### src/mrrc_pkg.sv
// Shared types, widths and helper functions for the mixed-radix rank converter.
// No dependencies; every other file refers to it by scoped names.
package mrrc_pkg;

  localparam int MAX_DIMS   = 6;
  localparam int NUM_FIELDS = 6;
  localparam int RANK_BITS  = 24;
  localparam int EXT_W      = 13;
  localparam int COORD_W    = 12;
  localparam int DIMS_W     = 3;
  localparam int PROD_W     = RANK_BITS + EXT_W;
  localparam int IDX_W      = (NUM_FIELDS > 1) ? $clog2(NUM_FIELDS) : 1;
  localparam int ADDR_W     = 5;
  localparam int REG_W      = 3;

  localparam logic [EXT_W-1:0]  EXT_MAX  = EXT_W'(4096);
  localparam logic [DIMS_W-1:0] DIMS_MAX = DIMS_W'(MAX_DIMS);

  // Register indexes on the configuration port.
  localparam logic [REG_W-1:0] REG_NUM_DIMS  = REG_W'(0);
  localparam logic [REG_W-1:0] REG_SIZE_BASE = REG_W'(1);

  // Operation codes.
  localparam logic OP_C2R = 1'b0;
  localparam logic OP_R2C = 1'b1;

  typedef logic [NUM_FIELDS-1:0][COORD_W-1:0] coords_t;

  // One word in flight along the chain.
  typedef struct packed {
    logic                 op;
    logic                 err;
    logic [RANK_BITS-1:0] acc;
    logic [EXT_W-1:0]     rem;
    coords_t              coords;
  } word_t;

  function automatic logic [EXT_W-1:0] ext_clamp(input logic [EXT_W-1:0] s);
    logic [EXT_W-1:0] r;
    r = s;
    if (s == '0) r = EXT_W'(1);
    if (s > EXT_MAX) r = EXT_MAX;
    return r;
  endfunction

  function automatic logic [DIMS_W-1:0] dims_clamp(input logic [DIMS_W-1:0] d);
    logic [DIMS_W-1:0] r;
    r = d;
    if (d == '0) r = DIMS_W'(1);
    if (d > DIMS_MAX) r = DIMS_MAX;
    return r;
  endfunction

endpackage

### src/mrrc_div_cell.sv
// One restoring-division bit step of the rank-to-coordinate chain.
// Depends on mrrc_pkg.
module mrrc_div_cell (
  input  logic                         clk_i,
  input  logic                         rst_ni,
  input  logic                         en_i,
  input  logic                         vld_i,
  input  mrrc_pkg::word_t              word_i,
  input  logic [mrrc_pkg::EXT_W-1:0]   sz_i,
  output logic                         vld_o,
  output mrrc_pkg::word_t              word_o
);

  logic [mrrc_pkg::EXT_W-1:0] sh;
  logic                       ge;
  mrrc_pkg::word_t            word_d, word_q;
  logic                       vld_q;

  always_comb begin
    sh     = {word_i.rem[mrrc_pkg::COORD_W-1:0], word_i.acc[mrrc_pkg::RANK_BITS-1]};
    ge     = (sh >= sz_i);
    word_d = word_i;
    if (word_i.op == mrrc_pkg::OP_R2C) begin
      word_d.rem = ge ? (sh - sz_i) : sh;
      word_d.acc = {word_i.acc[mrrc_pkg::RANK_BITS-2:0], ge};
    end
  end

  always_ff @(posedge clk_i or negedge rst_ni) begin
    if (!rst_ni) begin
      vld_q <= 1'b0;
    end else if (en_i) begin
      vld_q <= vld_i;
    end
  end

  always_ff @(posedge clk_i) begin
    if (en_i) begin
      word_q <= word_d;
    end
  end

  assign vld_o  = vld_q;
  assign word_o = word_q;

endmodule

### src/mrrc_dim_cell.sv
// Per-dimension closing cell: multiply-accumulate for coordinates to rank,
// coordinate capture for rank to coordinates. Depends on mrrc_pkg.
module mrrc_dim_cell (
  input  logic                         clk_i,
  input  logic                         rst_ni,
  input  logic                         en_i,
  input  logic                         vld_i,
  input  mrrc_pkg::word_t              word_i,
  input  logic [mrrc_pkg::EXT_W-1:0]   sz0_i,
  input  logic                         use0_i,
  input  logic [mrrc_pkg::IDX_W-1:0]   idx0_i,
  input  logic [mrrc_pkg::IDX_W-1:0]   idx1_i,
  output logic                         vld_o,
  output mrrc_pkg::word_t              word_o
);

  logic [mrrc_pkg::COORD_W-1:0] c;
  logic [mrrc_pkg::PROD_W-1:0]  prod;
  mrrc_pkg::word_t              word_d, word_q;
  logic                         vld_q;

  always_comb begin
    c      = use0_i ? word_i.coords[idx0_i] : '0;
    prod   = mrrc_pkg::PROD_W'(word_i.acc) * mrrc_pkg::PROD_W'(sz0_i)
           + mrrc_pkg::PROD_W'(c);
    word_d = word_i;
    word_d.rem = '0;
    if (word_i.op == mrrc_pkg::OP_C2R) begin
      word_d.acc = prod[mrrc_pkg::RANK_BITS-1:0];
      word_d.err = word_i.err | (mrrc_pkg::EXT_W'(c) >= sz0_i)
                 | (|prod[mrrc_pkg::PROD_W-1:mrrc_pkg::RANK_BITS]);
    end else begin
      word_d.coords[idx1_i] = word_i.rem[mrrc_pkg::COORD_W-1:0];
    end
  end

  always_ff @(posedge clk_i or negedge rst_ni) begin
    if (!rst_ni) begin
      vld_q <= 1'b0;
    end else if (en_i) begin
      vld_q <= vld_i;
    end
  end

  always_ff @(posedge clk_i) begin
    if (en_i) begin
      word_q <= word_d;
    end
  end

  assign vld_o  = vld_q;
  assign word_o = word_q;

endmodule

### src/mrrc_dim.sv
// One dimension of the chain: RANK_BITS division cells then a closing cell.
// Depends on mrrc_pkg, mrrc_div_cell and mrrc_dim_cell.
module mrrc_dim (
  input  logic                         clk_i,
  input  logic                         rst_ni,
  input  logic                         en_i,
  input  logic                         vld_i,
  input  mrrc_pkg::word_t              word_i,
  input  logic [mrrc_pkg::EXT_W-1:0]   sz0_i,
  input  logic [mrrc_pkg::EXT_W-1:0]   sz1_i,
  input  logic                         use0_i,
  input  logic [mrrc_pkg::IDX_W-1:0]   idx0_i,
  input  logic [mrrc_pkg::IDX_W-1:0]   idx1_i,
  output logic                         vld_o,
  output mrrc_pkg::word_t              word_o
);

  logic            vld [mrrc_pkg::RANK_BITS+1];
  mrrc_pkg::word_t word[mrrc_pkg::RANK_BITS+1];

  assign vld[0]  = vld_i;
  assign word[0] = word_i;

  for (genvar b = 0; b < mrrc_pkg::RANK_BITS; b++) begin : g_bit
    mrrc_div_cell u_cell (
      .clk_i  (clk_i),
      .rst_ni (rst_ni),
      .en_i   (en_i),
      .vld_i  (vld[b]),
      .word_i (word[b]),
      .sz_i   (sz1_i),
      .vld_o  (vld[b+1]),
      .word_o (word[b+1])
    );
  end

  mrrc_dim_cell u_close (
    .clk_i  (clk_i),
    .rst_ni (rst_ni),
    .en_i   (en_i),
    .vld_i  (vld[mrrc_pkg::RANK_BITS]),
    .word_i (word[mrrc_pkg::RANK_BITS]),
    .sz0_i  (sz0_i),
    .use0_i (use0_i),
    .idx0_i (idx0_i),
    .idx1_i (idx1_i),
    .vld_o  (vld_o),
    .word_o (word_o)
  );

endmodule

### config.mk
export PLATFORM = sky130hd
export DESIGN_NAME = mrrc_dim
export DESIGN_NICKNAME = d
export VERILOG_FILES = /design/src/mrrc_pkg.sv /design/src/mrrc_div_cell.sv /design/src/mrrc_dim_cell.sv /design/src/mrrc_dim.sv
export SDC_FILE = /design/constraint.sdc
export NUM_CORES = 2
export LEC_CHECK = 0
export BUFFER_PORTS_ARGS = -buffer_cell sky130_fd_sc_hd__buf_2
export CAP_MARGIN = 20
export CELL_PAD_IN_SITES_DETAIL_PLACEMENT = 0
export CELL_PAD_IN_SITES_GLOBAL_PLACEMENT = 1
export CORE_MARGIN = 4
export CORE_UTILIZATION = 50
export CTS_BUF_LIST = sky130_fd_sc_hd__clkbuf_4 sky130_fd_sc_hd__clkbuf_8
export DETAILED_ROUTE_END_ITERATION = 7
export HOLD_SLACK_MARGIN = 0.05
export PLACE_DENSITY = 0.86
export SYNTH_ARGS = -nofsm -noshare
export SYNTH_HDL_FRONTEND = slang
export SYNTH_SLANG_ARGS = --single-unit
### constraint.sdc
create_clock -name clk_i -period 6.81 [get_ports clk_i]
set_input_delay 0 -clock clk_i [delete_from_list [all_inputs] [get_ports clk_i]]
set_output_delay 0 -clock clk_i [all_outputs]
set_load 0.01 [all_outputs]
==> reports/results.ini <==
[sta]
clock_skew_ps=106
rsz0062_at_grt=no
setup_slack_ps=287
fmax_ghz=0.153
final-setup-viol-count=0
maxSlewHeadroom=0.251
hold_violations=0
worst_pin_slew_ps=1120
slew_viol_final=0
period_minus_slack_ps=6520
setup_tns_ps=0
period_share=0.958

[clock_tree]
cts_buffer_depth=4
cts_num_sinks=2763
cts-htree-levels=5
root_buffer=clkbuf_8
clk_pin_slew_ps=70
cts_tree=done
cts-buffers-inserted=431
clk_latency_ps=1060

[setup_path]
r2r-end=u_close.word_o[109]
r2r_slack_ps=290
cp_cell_sequence=nand2_1 > fa_1 > fa_1 > inv_1 > fa_1 > fa_1 > fa_1 > ha_1 > ha_1 > a21o_1 > a21o_1 > a221oi_2 > o31ai_4 > a211oi_4 > o21ai_0 > xnor2_1 > a211o_1 > nor3_2 > a32oi_1
critPathTopFamily=adder cells
path_class=reg2reg
cpMaxStageDelayCell=edfxtp_1
max_stage_delay_ps=700
cp_common_cell=fa_1
worst-path-buf-inv=1
worstPathArrival_ps=7210
r2r_start=g_bit[23].u_cell.word_o[100]
cp-start-kind=flop
cp.required_ps=7490
rr_worst_depth=19
cp-end-kind=flop
cp_max_fo=14

[drt]
drc=0
post_drt_wl_per_cell_um=18.6
drtIter0Drc=4351
postRouteAntennaNets=0
vias=62700
vias_per_cell=5.22
first_pass_iters=6
finalWirelength_mm=224

[yosys]
synthFlopType=edfxtp_1
synth-seq-cells=2763
async_flop_share=0.00905
yosysTopAreaCellShare=0.679
ys_warn_count=0
synth_top_area_cell=edfxtp_1
synth_edf_count=2738
synth_cell_types=87
syn_area_um2=121000
syn_inst=7621
yosysSeqAreaShare=0.684
avgSynthCellArea_um2=15.9
synthTopCellsByArea=edfxtp_1, mux2_2, fa_1, ha_1, mux2i_1

[floorplanning]
die_area_um2=250000
die_h_um=500
io_pins=260
chipWidth_um=500
rows=180
core_region_area_um2=241000
initial_utilization=0.503

[placed_design]
port_buffers=245
gp_congestion=0.861
dp_hpwl_mm=149
pre_cts_ws_ps=116

[status]
status=finished, final reports clean

[layout]
fin_nets=9356
syn2layout_area_growth_pct=13.8
n_fill_cell=18100
final_util=0.572
drive_gt1_frac=0.205

[grt]
grt_pass1_wl_mm=355
antenna_found_initial=9
grt_max_degree=194
track_usage=0.179
overflow=0
first_global_vias=65000

[flow_run]
drv_cap=0

[power]
vdd.ir_drop.worst_mv=0.580
p_per_area_nw_per_um2=350
leakagePower_nw=51.9

[min_path]
holdCritStartpoint=en_i
hold_path_depth=2
min_to=g_bit[7].u_cell.word_o[45]
hold_class=in2reg

stage by stage:
stage | instance area (µm²) | std cells | hold slack (ps) | power (mW)
floorplan | 121000 | 7633 | -296 | 30.7
global placement | 127000 | 11000 | -11.2 | 34.6
detailed placement | 127000 | 11000 | 3.53 | 34.8
CTS | 138000 | 12000 | 50.6 | 48.4
global route | 138000 | 12000 | 94.5 | 51.3
finish | 138000 | 12000 | 148 | 48.2
state kept, by name, indices dropped and copies added (netlist names):
signal / count
g_bit.u_cell.word_o: 2640
u_close.word_o: 98
g_bit.u_cell.vld_o: 24
u_close.vld_o: 1
synth_stat cells, types with 51 or more instances:
library cell and number:
nor2b_1 78, inv_1 442, mux2i_1 209, fa_1 274, nand4_1 65, nand2_1 331, edfxtp_1 2738, o21ai_0 202
nand2b_1 51, mux2_2 682, ha_1 437, nor2_1 415, a21oi_1 414, and2_1 188, nor3_1 70, xor2_1 62
a21o_1 85, clkbuf_1 194, xnor2_1 155
where the power goes:
group,switching (mW),internal [mW]
sequential,0.642,20.5
combinational,7.74,6.07
clock,5.94,7.36
cell type report:
type | instances | area, µm² | share of cell area
Antenna cell | 6 | 15.0 | 0.000109
Clock buffer | 577 | 7050 | 0.0512
Clock inverter | 167 | 1220 | 0.00884
Inverter | 442 | 1660 | 0.0120
Multi-Input combinational cell | 4179 | 35600 | 0.259
Sequential cell | 2763 | 82800 | 0.601
Tap cell | 3185 | 3990 | 0.0289
Timing Repair Buffer | 680 | 5400 | 0.0392
routing by layer:
metal  global-route usage  routed length [µm]  vias to the layer above
met3               0.0317               10700                      428
met2                0.302              110000                     1428
met1                0.233               95600                    30600
met5                    0                   0                        -
li1                     -                   -                    30300
met4               0.0660                7160                        0
repair_timing:
item                                     CTS  global route
hold buffers                             277             1
buffers inserted                           0             6
gates resized for setup                    0             7
endpoints found under the setup margin     0             1
hold endpoints to repair                1009             6
logic make-up after synthesis:
family / after synthesis / synth area share
simple gates: 1313 / 0.0518
mux: 904 / 0.0831
buf+inv: 691 / 0.0223
other cells: 1 / 0.0000310
compound gates: 1021 / 0.0523
fa+ha+maj: 711 / 0.0905
xor+xnor: 217 / 0.0157
flops: 2763 / 0.684
cells in the final DEF, fill, tap and decap left out, types with 34 or more instances in the layout:
master,n
clkinv_2,44
nand3_1,34
a21o_1,85
mux2i_1,209
a21oi_1,414
nand2_1,331
dlygate4sd3_1,278
nor2b_1,78
nor3_1,66
xnor2_1,155
clkbuf_8,435
o21ai_0,201
inv_1,434
nor2_1,414
and2_1,188
clkbuf_4,142
xor2_1,62
edfxtp_1,2738
nand2b_1,51
ha_1,437
fa_1,274
clkinv_1,94
mux2_2,682
buf_4,142
nand4_1,65
buf_2,244
worst max path at each step:
stage / start / end / slack (ps) / depth (start not counted)
2_1_floorplan: g_bit[23].u_cell.word_o[91] / u_close.word_o[109] / 500 / 25
3_3_place_gp: g_bit[23].u_cell.word_o[92] / u_close.word_o[109] / 60 / 25
3_5_place_dp: g_bit[23].u_cell.word_o[92] / u_close.word_o[109] / 120 / 25
4_1_cts: g_bit[23].u_cell.word_o[92] / u_close.word_o[109] / 50 / 25
5_1_grt: g_bit[23].u_cell.word_o[92] / u_close.word_o[109] / 20 / 25
6_report: g_bit[23].u_cell.word_o[100] / u_close.word_o[109] / 290 / 19
Power figures use the tool's default switching activity.
